<file path="config.mk">
export PLATFORM = sky130hd
export DESIGN_NAME = path_separator_dot_space_normalizer
export DESIGN_NICKNAME = d
export VERILOG_FILES = /design/src/hw/rtl/psdn_pkg.sv /design/src/hw/rtl/path_separator_dot_space_normalizer.sv /design/src/hw/rtl/psdn_front.sv /design/src/hw/rtl/psdn_cmd_fifo.sv /design/src/hw/rtl/psdn_back.sv
export SDC_FILE = /design/constraint.sdc
export NUM_CORES = 1
export LEC_CHECK = 0
export CAP_MARGIN = 5
export CELL_PAD_IN_SITES_DETAIL_PLACEMENT = 0
export CELL_PAD_IN_SITES_GLOBAL_PLACEMENT = 1
export CORE_AREA = 2 2 177 179
export DETAILED_ROUTE_END_ITERATION = 10
export DIE_AREA = 0 0 179 181
export DONT_BUFFER_PORTS = 1
export GPL_TIMING_DRIVEN = 0
export PLACE_DENSITY_LB_ADDON = 0.1
export SYNTH_ARGS = -nofsm -noshare
export SYNTH_HDL_FRONTEND = slang
export SYNTH_SLANG_ARGS = --single-unit
</file>
<file path="constraint.sdc">
create_clock -name clk -period 6.48 [get_ports clk]
set_input_delay 1.944 -clock clk [delete_from_list [all_inputs] [get_ports clk]]
set_output_delay 1.944 -clock clk [all_outputs]
set_load 0.02 [all_outputs]
</file>
<file path="src/hw/rtl/psdn_pkg.sv">
`timescale 1ns / 1ps
// Package for the path separator, dot and space normalizer.
// Holds the word types, the command passed from front to back, and shared constants.
// Depends on nothing; every other file refers to it by scoped names.
package psdn_pkg;

  localparam int SYM_W = 16;
  localparam int CNT_W = 9;
  localparam int ST_W = 2;
  localparam int UNC_W = 3;
  localparam int CFG_AW = 3;
  localparam int CFG_DW = 32;

  localparam int MAX_PATH_LEN = 260;
  localparam int SEEN_W = $clog2(MAX_PATH_LEN + 1);

  localparam int FIFO_DEPTH = 4;
  localparam int FIFO_AW = $clog2(FIFO_DEPTH);

  localparam logic [CNT_W-1:0] RUN_MAX = {CNT_W{1'b1}};
  localparam logic [CNT_W-1:0] HELD_DOT_MAX = CNT_W'(2);
  localparam logic [CNT_W-1:0] ONE_COPY = CNT_W'(1);

  localparam logic [SYM_W-1:0] CH_DOT = 16'h002E;
  localparam logic [SYM_W-1:0] CH_SPACE = 16'h0020;
  localparam logic [SYM_W-1:0] CH_SLASH = 16'h002F;
  localparam logic [SYM_W-1:0] CH_BSLASH = 16'h005C;
  localparam logic [SYM_W-1:0] PRIMARY_RESET = 16'd92;
  localparam logic [SYM_W-1:0] ALTERNATE_RESET = 16'd47;

  localparam logic REG_PRIMARY = 1'b0;
  localparam logic REG_ALTERNATE = 1'b1;

  localparam logic [ST_W-1:0] ST_OK = 2'd0;
  localparam logic [ST_W-1:0] ST_EMPTY = 2'd1;
  localparam logic [ST_W-1:0] ST_BAD_UNC = 2'd2;
  localparam logic [ST_W-1:0] ST_TOO_LONG = 2'd3;

  localparam logic [UNC_W-1:0] UNC_NONE = 3'd0;
  localparam logic [UNC_W-1:0] UNC_ONE = 3'd1;
  localparam logic [UNC_W-1:0] UNC_TWO = 3'd2;
  localparam logic [UNC_W-1:0] UNC_THIRD = 3'd3;
  localparam logic [UNC_W-1:0] UNC_DONE = 3'd4;

  typedef struct packed {
    logic [SYM_W-1:0] path_char;
    logic final_char;
  } in_item_t;

  typedef struct packed {
    logic [SYM_W-1:0] out_symbol;
    logic [CNT_W-1:0] repeat_count;
    logic end_of_path;
    logic [ST_W-1:0] path_status;
  } out_item_t;

  typedef struct packed {
    logic [CNT_W-1:0] dot_cnt;
    logic [CNT_W-1:0] spc_cnt;
    logic sym_vld;
    logic [SYM_W-1:0] sym;
    logic [CNT_W-1:0] fdot_cnt;
    logic fin;
    logic too_long;
  } cmd_t;

  function automatic logic [CNT_W-1:0] sat_inc(input logic [CNT_W-1:0] v);
    sat_inc = (v != RUN_MAX) ? v + CNT_W'(1) : v;
  endfunction

  function automatic logic [UNC_W-1:0] unc_step(input logic [UNC_W-1:0] ph, input logic bs);
    case (ph)
      UNC_NONE: unc_step = bs ? UNC_ONE : UNC_DONE;
      UNC_ONE: unc_step = bs ? UNC_TWO : UNC_DONE;
      UNC_TWO: unc_step = bs ? UNC_THIRD : UNC_TWO;
      default: unc_step = UNC_DONE;
    endcase
  endfunction

  // The check only sees the first four copies of a run.
  function automatic logic [UNC_W-1:0] unc_run(input logic [UNC_W-1:0] ph, input logic bs,
                                               input logic [CNT_W-1:0] cnt);
    logic [UNC_W-1:0] p;
    p = ph;
    for (int i = 0; i < 4; i++) begin
      if (cnt > CNT_W'(i)) begin
        p = unc_step(p, bs);
      end
    end
    unc_run = p;
  endfunction

endpackage

</file>
<file path="src/hw/rtl/path_separator_dot_space_normalizer.sv">
`timescale 1ns / 1ps
// Top level of the path normalizer: configuration registers, front end, queue, back end.
// Depends on psdn_pkg, psdn_front, psdn_cmd_fifo and psdn_back.
//
//   Channel   Ports                                   Moves
//   input     in_valid, in_ready, in_data             one path character word
//   result    out_valid, out_ready, out_data          one run or status word
//   config    cfg_psel .. cfg_pready (APB style)      separator registers at 0x0, 0x4
//
// The front end takes one character word per cycle while the four-entry queue has room.
// The back end sends one result word per cycle through its output register while out_ready
// stays high; an input item makes none to four words, and a command is first loaded into
// the back end's current register when the back end was idle.
// Synchronous reset clears all path state and sets the separators to 92 and 47.
// A stalled result side fills the queue, after which in_ready drops.
module path_separator_dot_space_normalizer (
  input  logic clk,
  input  logic rst_n,
  input  logic in_valid,
  output logic in_ready,
  input  psdn_pkg::in_item_t in_data,
  output logic out_valid,
  input  logic out_ready,
  output psdn_pkg::out_item_t out_data,
  input  logic cfg_psel,
  input  logic cfg_penable,
  input  logic cfg_pwrite,
  input  logic [psdn_pkg::CFG_AW-1:0] cfg_paddr,
  input  logic [psdn_pkg::CFG_DW-1:0] cfg_pwdata,
  output logic [psdn_pkg::CFG_DW-1:0] cfg_prdata,
  output logic cfg_pready
);

  logic [psdn_pkg::SYM_W-1:0] primary_r, alternate_r;
  logic cfg_wr;
  logic q_full, q_push, q_pop, q_vld;
  psdn_pkg::cmd_t q_cmd, q_head;

  assign cfg_pready = 1'b1;
  assign cfg_wr = cfg_psel && cfg_penable && cfg_pwrite;
  assign cfg_prdata = (cfg_paddr[2] == psdn_pkg::REG_ALTERNATE) ?
                      psdn_pkg::CFG_DW'(alternate_r) : psdn_pkg::CFG_DW'(primary_r);

  always_ff @(posedge clk) begin
    if (!rst_n) begin
      primary_r <= psdn_pkg::PRIMARY_RESET;
      alternate_r <= psdn_pkg::ALTERNATE_RESET;
    end else if (cfg_wr) begin
      if (cfg_paddr[2] == psdn_pkg::REG_PRIMARY) begin
        primary_r <= cfg_pwdata[psdn_pkg::SYM_W-1:0];
      end else begin
        alternate_r <= cfg_pwdata[psdn_pkg::SYM_W-1:0];
      end
    end
  end

  psdn_front u_front (
    .clk(clk),
    .rst_n(rst_n),
    .in_valid(in_valid),
    .in_ready(in_ready),
    .in_data(in_data),
    .primary_sep(primary_r),
    .alternate_sep(alternate_r),
    .q_full(q_full),
    .q_push(q_push),
    .q_cmd(q_cmd)
  );

  psdn_cmd_fifo u_fifo (
    .clk(clk),
    .rst_n(rst_n),
    .push(q_push),
    .push_data(q_cmd),
    .full(q_full),
    .pop(q_pop),
    .head_vld(q_vld),
    .head_data(q_head)
  );

  psdn_back u_back (
    .clk(clk),
    .rst_n(rst_n),
    .q_vld(q_vld),
    .q_data(q_head),
    .q_pop(q_pop),
    .out_valid(out_valid),
    .out_ready(out_ready),
    .out_data(out_data)
  );

endmodule

</file>
<file path="src/hw/rtl/psdn_front.sv">
`timescale 1ns / 1ps
// Front end: accepts character words, tracks held dots and spaces, builds run commands.
// Depends on psdn_pkg.
module psdn_front (
  input  logic clk,
  input  logic rst_n,
  input  logic in_valid,
  output logic in_ready,
  input  psdn_pkg::in_item_t in_data,
  input  logic [psdn_pkg::SYM_W-1:0] primary_sep,
  input  logic [psdn_pkg::SYM_W-1:0] alternate_sep,
  input  logic q_full,
  output logic q_push,
  output psdn_pkg::cmd_t q_cmd
);

  logic [psdn_pkg::CNT_W-1:0] dots_r, dots_nxt;
  logic [psdn_pkg::CNT_W-1:0] spc_r, spc_nxt;
  logic sepw_r, sepw_nxt;
  logic segs_r, segs_nxt;
  logic [psdn_pkg::SEEN_W-1:0] seen_r, seen_nxt, seen_inc;
  logic [psdn_pkg::SYM_W-1:0] c;
  logic [psdn_pkg::CNT_W-1:0] held;
  logic first;
  logic accept;
  psdn_pkg::cmd_t cmd;

  assign in_ready = !q_full;
  assign accept = in_valid && in_ready;
  assign q_cmd = cmd;

  always_comb begin
    cmd = '0;
    dots_nxt = dots_r;
    spc_nxt = spc_r;
    sepw_nxt = sepw_r;
    segs_nxt = segs_r;
    c = in_data.path_char;
    first = (seen_r == '0);
    seen_inc = (seen_r < psdn_pkg::SEEN_W'(psdn_pkg::MAX_PATH_LEN)) ?
               seen_r + psdn_pkg::SEEN_W'(1) : seen_r;
    seen_nxt = seen_inc;
    held = (segs_r && dots_r > psdn_pkg::HELD_DOT_MAX) ? psdn_pkg::HELD_DOT_MAX : dots_r;
    if (first && (c == psdn_pkg::CH_SLASH || c == psdn_pkg::CH_BSLASH)) begin
      cmd.sym_vld = 1'b1;
      cmd.sym = psdn_pkg::CH_BSLASH;
    end else if (c == primary_sep || c == alternate_sep) begin
      cmd.dot_cnt = held;
      dots_nxt = '0;
      spc_nxt = '0;
      segs_nxt = 1'b1;
      if (!sepw_r) begin
        sepw_nxt = 1'b1;
        cmd.sym_vld = 1'b1;
        cmd.sym = primary_sep;
      end
    end else if (c == psdn_pkg::CH_DOT && segs_r) begin
      dots_nxt = psdn_pkg::sat_inc(dots_r);
      sepw_nxt = 1'b0;
      spc_nxt = '0;
    end else begin
      sepw_nxt = 1'b0;
      if (c == psdn_pkg::CH_SPACE) begin
        spc_nxt = psdn_pkg::sat_inc(spc_r);
      end else begin
        cmd.dot_cnt = dots_r;
        dots_nxt = '0;
        segs_nxt = 1'b0;
        cmd.spc_cnt = spc_r;
        spc_nxt = '0;
        cmd.sym_vld = 1'b1;
        cmd.sym = c;
      end
    end
    if (in_data.final_char) begin
      cmd.fin = 1'b1;
      cmd.too_long = (seen_inc == psdn_pkg::SEEN_W'(psdn_pkg::MAX_PATH_LEN));
      cmd.fdot_cnt = (segs_nxt && dots_nxt > psdn_pkg::HELD_DOT_MAX) ?
                     psdn_pkg::HELD_DOT_MAX : dots_nxt;
      dots_nxt = '0;
      spc_nxt = '0;
      sepw_nxt = 1'b0;
      segs_nxt = 1'b1;
      seen_nxt = '0;
    end
    q_push = accept && (cmd.dot_cnt != '0 || cmd.spc_cnt != '0 || cmd.sym_vld ||
                        cmd.fdot_cnt != '0 || cmd.fin);
  end

  always_ff @(posedge clk) begin
    if (!rst_n) begin
      dots_r <= '0;
      spc_r <= '0;
      sepw_r <= 1'b0;
      segs_r <= 1'b1;
      seen_r <= '0;
    end else if (accept) begin
      dots_r <= dots_nxt;
      spc_r <= spc_nxt;
      sepw_r <= sepw_nxt;
      segs_r <= segs_nxt;
      seen_r <= seen_nxt;
    end
  end

endmodule

</file>
<file path="src/hw/rtl/psdn_cmd_fifo.sv">
`timescale 1ns / 1ps
// Short command queue between the front end and the back end.
// Depends on psdn_pkg.
module psdn_cmd_fifo (
  input  logic clk,
  input  logic rst_n,
  input  logic push,
  input  psdn_pkg::cmd_t push_data,
  output logic full,
  input  logic pop,
  output logic head_vld,
  output psdn_pkg::cmd_t head_data
);

  psdn_pkg::cmd_t mem_r [psdn_pkg::FIFO_DEPTH];
  logic [psdn_pkg::FIFO_AW-1:0] wr_ptr_r, rd_ptr_r;
  logic [psdn_pkg::FIFO_AW:0] count_r, count_nxt;
  logic do_push, do_pop;

  assign full = (count_r == (psdn_pkg::FIFO_AW + 1)'(psdn_pkg::FIFO_DEPTH));
  assign head_vld = (count_r != '0);
  assign head_data = mem_r[rd_ptr_r];
  assign do_push = push && !full;
  assign do_pop = pop && head_vld;

  always_comb begin
    count_nxt = count_r;
    if (do_push && !do_pop) begin
      count_nxt = count_r + (psdn_pkg::FIFO_AW + 1)'(1);
    end else if (do_pop && !do_push) begin
      count_nxt = count_r - (psdn_pkg::FIFO_AW + 1)'(1);
    end
  end

  always_ff @(posedge clk) begin
    if (do_push) begin
      mem_r[wr_ptr_r] <= push_data;
    end
  end

  always_ff @(posedge clk) begin
    if (!rst_n) begin
      wr_ptr_r <= '0;
      rd_ptr_r <= '0;
      count_r <= '0;
    end else begin
      if (do_push) begin
        wr_ptr_r <= wr_ptr_r + psdn_pkg::FIFO_AW'(1);
      end
      if (do_pop) begin
        rd_ptr_r <= rd_ptr_r + psdn_pkg::FIFO_AW'(1);
      end
      count_r <= count_nxt;
    end
  end

endmodule

</file>
<file path="src/hw/rtl/psdn_back.sv">
`timescale 1ns / 1ps
// Back end: expands each command into run words and, for a final command, the closing status word.
// Tracks written length and the UNC form check. Depends on psdn_pkg.
module psdn_back (
  input  logic clk,
  input  logic rst_n,
  input  logic q_vld,
  input  psdn_pkg::cmd_t q_data,
  output logic q_pop,
  output logic out_valid,
  input  logic out_ready,
  output psdn_pkg::out_item_t out_data
);

  psdn_pkg::cmd_t cur_r, cur_nxt, left;
  logic cur_vld_r, cur_vld_nxt;
  psdn_pkg::out_item_t out_r, out_nxt, emit;
  logic out_vld_r, out_vld_nxt;
  logic [psdn_pkg::CNT_W-1:0] written_r, written_nxt;
  logic [psdn_pkg::UNC_W-1:0] unc_r, unc_nxt;
  logic [psdn_pkg::CNT_W:0] sum;
  logic [psdn_pkg::SYM_W-1:0] run_sym;
  logic [psdn_pkg::CNT_W-1:0] run_cnt;
  logic [psdn_pkg::ST_W-1:0] status;
  logic is_run, left_empty, out_free;

  assign out_valid = out_vld_r;
  assign out_data = out_r;

  always_comb begin
    cur_nxt = cur_r;
    cur_vld_nxt = cur_vld_r;
    out_nxt = out_r;
    out_vld_nxt = out_vld_r;
    written_nxt = written_r;
    unc_nxt = unc_r;
    q_pop = 1'b0;
    out_free = !out_vld_r || out_ready;
    left = cur_r;
    run_sym = '0;
    run_cnt = '0;
    is_run = 1'b1;
    if (cur_r.dot_cnt != '0) begin
      run_sym = psdn_pkg::CH_DOT;
      run_cnt = cur_r.dot_cnt;
      left.dot_cnt = '0;
    end else if (cur_r.spc_cnt != '0) begin
      run_sym = psdn_pkg::CH_SPACE;
      run_cnt = cur_r.spc_cnt;
      left.spc_cnt = '0;
    end else if (cur_r.sym_vld) begin
      run_sym = cur_r.sym;
      run_cnt = psdn_pkg::ONE_COPY;
      left.sym_vld = 1'b0;
    end else if (cur_r.fdot_cnt != '0) begin
      run_sym = psdn_pkg::CH_DOT;
      run_cnt = cur_r.fdot_cnt;
      left.fdot_cnt = '0;
    end else begin
      is_run = 1'b0;
      left.fin = 1'b0;
    end
    left_empty = (left.dot_cnt == '0) && (left.spc_cnt == '0) && !left.sym_vld &&
                 (left.fdot_cnt == '0) && !left.fin;
    if (cur_r.too_long) begin
      status = psdn_pkg::ST_TOO_LONG;
    end else if (written_r == '0) begin
      status = psdn_pkg::ST_EMPTY;
    end else if (unc_r == psdn_pkg::UNC_TWO || unc_r == psdn_pkg::UNC_THIRD) begin
      status = psdn_pkg::ST_BAD_UNC;
    end else begin
      status = psdn_pkg::ST_OK;
    end
    emit.out_symbol = run_sym;
    emit.repeat_count = run_cnt;
    emit.end_of_path = !is_run;
    emit.path_status = is_run ? psdn_pkg::ST_OK : status;
    sum = {1'b0, written_r} + {1'b0, run_cnt};

    if (out_free) begin
      out_vld_nxt = 1'b0;
    end
    if (!cur_vld_r) begin
      cur_nxt = q_data;
      cur_vld_nxt = q_vld;
      q_pop = q_vld;
    end else if (out_free) begin
      out_nxt = emit;
      out_vld_nxt = 1'b1;
      if (is_run) begin
        written_nxt = sum[psdn_pkg::CNT_W] ? psdn_pkg::RUN_MAX : sum[psdn_pkg::CNT_W-1:0];
        unc_nxt = psdn_pkg::unc_run(unc_r, run_sym == psdn_pkg::CH_BSLASH, run_cnt);
      end else begin
        written_nxt = '0;
        unc_nxt = psdn_pkg::UNC_NONE;
      end
      if (left_empty) begin
        cur_nxt = q_data;
        cur_vld_nxt = q_vld;
        q_pop = q_vld;
      end else begin
        cur_nxt = left;
      end
    end
  end

  always_ff @(posedge clk) begin
    cur_r <= cur_nxt;
    out_r <= out_nxt;
  end

  always_ff @(posedge clk) begin
    if (!rst_n) begin
      cur_vld_r <= 1'b0;
      out_vld_r <= 1'b0;
      written_r <= '0;
      unc_r <= psdn_pkg::UNC_NONE;
    end else begin
      cur_vld_r <= cur_vld_nxt;
      out_vld_r <= out_vld_nxt;
      written_r <= written_nxt;
      unc_r <= unc_nxt;
    end
  end

endmodule

</file>
==> flow_summary.ini <==
[status]
outcome = finished clean

[floorplan]
floorplan.initialDensity_pct = 51.9
die-area_sq_mm = 0.0324
design.core.area_sq_mm = 0.0303
placementRows = 64
die_width_microns = 179
io_pins = 122
die_h_microns = 181

[logic_synthesis]
synth_seq_area_share_pct = 59.9
syn-mean-instance-area_sq_um = 12.4
syn-cell-area_sq_mm = 0.0157
synth_warnings = 0
synth_seq_cells = 342
netlist_top_cells_area = edfxtp_1 (49%), dfxtp_1 (11%), mux4_2 (6.6%)
post_synth_inst_count = 1271
synth.largest_area_cell = edfxtp_1
synth.top_cell.area_share_pct = 49.2
synth_enable_flop_cells = 258
synth_most_common_cell = edfxtp_1
synth_cell_type_count = 76
dominantRegCellSynth = edfxtp_1
synthArstFlopShare_pct = 0
netlist_top_cells_count = edfxtp_1 (258), nand2_1 (152), dfxtp_1 (84), nor2_1 (70), and2_1 (66)

[detailed_routing]
drtAntennaViolNets = 0
routed-via-count = 9969
detailedRoute.firstIterationViolations = 821
detail_route.wirelength_microns = 35600
drc_errors = 0
drtPass1Iterations = 5
drt_wl_cell_microns = 20.3
avgViaCountPerCell = 5.68

[grt]
groute.usage.overall_pct = 22.4
grt.met1_usage_pct = 31.8
met2_demand_to_capacity_share_in_global_routing_pct = 35.5
grt_use_met3_pct = 4.10
antenna_found_initial = 2
number_of_global_route_vias_before_repair = 9816
wire_length_of_the_first_global_routing_pass_microns = 55700
grt-busiest-layer = met2
grt.overflow.total = 0
grt_max_degree = 35

[layout]
share_of_post_route_cells_with_drive_strength_above_1_pct = 12.5
fillcell_total = 2554
fin_nets = 1411
layout-area-overhead-vs-synth_pct = 12.2

[power_and_ir_drop]
pwr-share-clk_pct = 33.3
p_leak_nw = 6.32
p_int_mw = 4.72
power_per_cell_area_mw_per_mm2 = 373
power.share.combinational_pct = 20.5
worst_ir_drop_vdd_mv = 0.195
p_sw_share_pct = 28.3
p_sw_mw = 1.86
pwr-share-seq_pct = 46.2

[worst_setup_path]
setup.worst_path.start_class = input port
cp_data_required_time_ns = 6.93
setup.worst_path.class = in2reg
end_kind = flip-flop
crit_path_max_incr_delay_ns = 0.65
crit_arrival_ns = 5.75
crit_chain = buf_2 -> nor4b_1 -> a32oi_1 -> nor4_1 -> clkbuf_1 -> a21oi_1 -> a31oi_2 -> ha_1 -> inv_1 -> fa_1 -> xor2_1 -> or3_1 -> a21boi_0
critical_path.max_fanout = 10
critical_path.n_buffers_inverters = 3
crit_family = simple AND/OR/NAND/NOR gates
slowest_stage = nor4_1

[sta]
fmax_mhz = 189
final_hold_viol_count = 0
max-slew-margin-rel_pct = 17.5
rsz_0062_raised_after_global_routing = no
finalCritPeriodShare_pct = 81.7
period_needed_ns = 5.29
final_worst_setup_slack_ns = 1.19
setup_viol_count_final = 0
pins_over_slew_limit = 0
actual_slew_at_the_worst_max_slew_pin_ns = 1.23
setup_tns_ns = 0
fin_worst_skew_ns = 0.0229

[clocking]
clk_pin_slew_worst_paths_ns = 0.06
worst_skew_pair.late_latency_ns = 0.53
cts_hold_buffers = 0
htree_num_levels = 2
cts.repair_timing.setup_buffer_count = 0
cts_inserted_buffers = 38
cts-root-buf = clkbuf_16
clock_tree_from_tritoncts = built
cts_resized = 0
ctsLongestPathBuffers = 3
numClockSinks = 342

[min_path]
timing.hold.worst.class = reg2reg

[place]
globalplace.congestion = 0.893
detailed_placement_wirelength_estimate_microns = 25600
pre_cts_slack_ns = 0.674
place.port_buffers = 0

[run]
cap_violations = 0
[logic make-up after synthesis]
group,Yosys count,synth area share (%)
AOI/OAI and AO/OA,204,8.65
buffers and inverters,111,3.10
xor gates and xnor gates,49,2.73
DFF,342,59.9
other,2,0.0477
muxes,69,8.17
adders and majority gates,23,1.91
and+or+nand+nor,471,15.5
[power groups by stage]
| stage | clock, mW | sequential [mW] | combinational (mW) |
|---|---|---|---|
| after CTS | 2.24 | 3.04 | 1.37 |
| final | 2.19 | 3.04 | 1.35 |
| after detailed placement | 0 | 3.09 | 1.37 |
| after floorplan | 0 | 3.02 | 1.03 |
| after global placement | 0 | 3.09 | 1.34 |
| after global routing | 2.33 | 3.08 | 1.51 |
[through the flow]
| stage | power, mW | utilization [%] | hold WS [ns] | instance area [sq um] | instances |
|---|---|---|---|---|---|
| after floorplan | 4.05 | - | 0.451 | 15800 | 1286 |
| after detailed placement | 4.46 | 54.0 | 0.477 | 16400 | 1686 |
| after CTS | 6.66 | 58.2 | 0.485 | 17600 | 1753 |
| after global placement | 4.42 | 53.7 | 0.474 | 16300 | 1682 |
| final | 6.59 | 58.2 | 0.487 | 17700 | 1754 |
| after global routing | 6.92 | 58.2 | 0.510 | 17600 | 1753 |
[area by class of cell]
type | count | area [sq um] | share of cell area (%)
flip-flops and latches | 342 | 9430 | 53.4
multi-input cells | 833 | 5880 | 33.3
clock buffers | 44 | 983 | 5.57
well taps | 396 | 495 | 2.81
plain buffers | 81 | 375 | 2.13
clock inverters | 23 | 290 | 1.64
inverters | 30 | 113 | 0.638
repair buffers | 4 | 80.1 | 0.454
diodes | 1 | 2.50 | 0.0142
[state kept, by name (all words and copies together), names as in the netlist, named ones only]
signal,count
u_back.out_data,28
u_front.dots_r,9
u_front.seen_r,9
u_fifo.rd_ptr_r,2
u_front.spc_r,9
primary_r,16
alternate_r,16
u_back.cur_r,46
u_fifo.count_r,3
u_back.cur_vld_r,1
u_front.sepw_r,1
u_back.written_r,9
u_fifo.mem_r,184
u_front.segs_r,1
u_fifo.wr_ptr_r,2
u_back.unc_r,3
[final timing paths]
kind	end	from	slack (ns)	depth (start not counted)
worst max-delay path	u_fifo.count_r[2]	in_data[1]	1.19	13
worst min-delay path	u_back.unc_r[2]	u_back.unc_r[2]	0.49	2
worst max register to register	u_fifo.count_r[2]	u_back.cur_r[42]	2.34	15
worst min register to register	u_back.unc_r[2]	u_back.unc_r[2]	0.49	2
[cell usage in the layout (no fill, tap or decap), types with 7 or more instances in the layout]
cell	count
nor2_1	70
a21oi_1	39
buf_4	17
conb_1	17
o21ai_0	54
mux2_2	16
clkbuf_1	58
nand3_1	32
inv_1	28
nor3_1	24
a21boi_0	34
nor3b_1	14
xor2_1	38
nand2_1	152
ha_1	20
nand2b_1	11
and3_1	21
dfxtp_1	84
edfxtp_1	258
or3_1	8
and2_1	62
mux2i_1	7
mux4_2	46
a31oi_1	10
nor4_1	18
nor2b_1	13
clkbuf_16	38
o31ai_1	7
xnor2_1	11
nand4_1	14
[per-layer routing]
| metal | part of all wire [%] | routed length (microns) |
|---|---|---|
| met1 | 45 | 16200 |
| met2 | 47 | 16600 |
| met3 | 5.5 | 1980 |
| met4 | 2.3 | 828 |
| met5 | 0 | 0 |
[worst register-to-register path, delay by kind of cell (launching register included)]
| kind | cells | cell delay (ns) |
|---|---|---|
| buf+inv | 3 | 1.02 |
| xor+xnor | 1 | 0.07 |
| simple gates | 6 | 1.46 |
| fa+ha+maj | 2 | 0.49 |
| compound gates | 3 | 0.55 |
| flops | 1 | 0.44 |
Power figures use the tool's default switching activity.
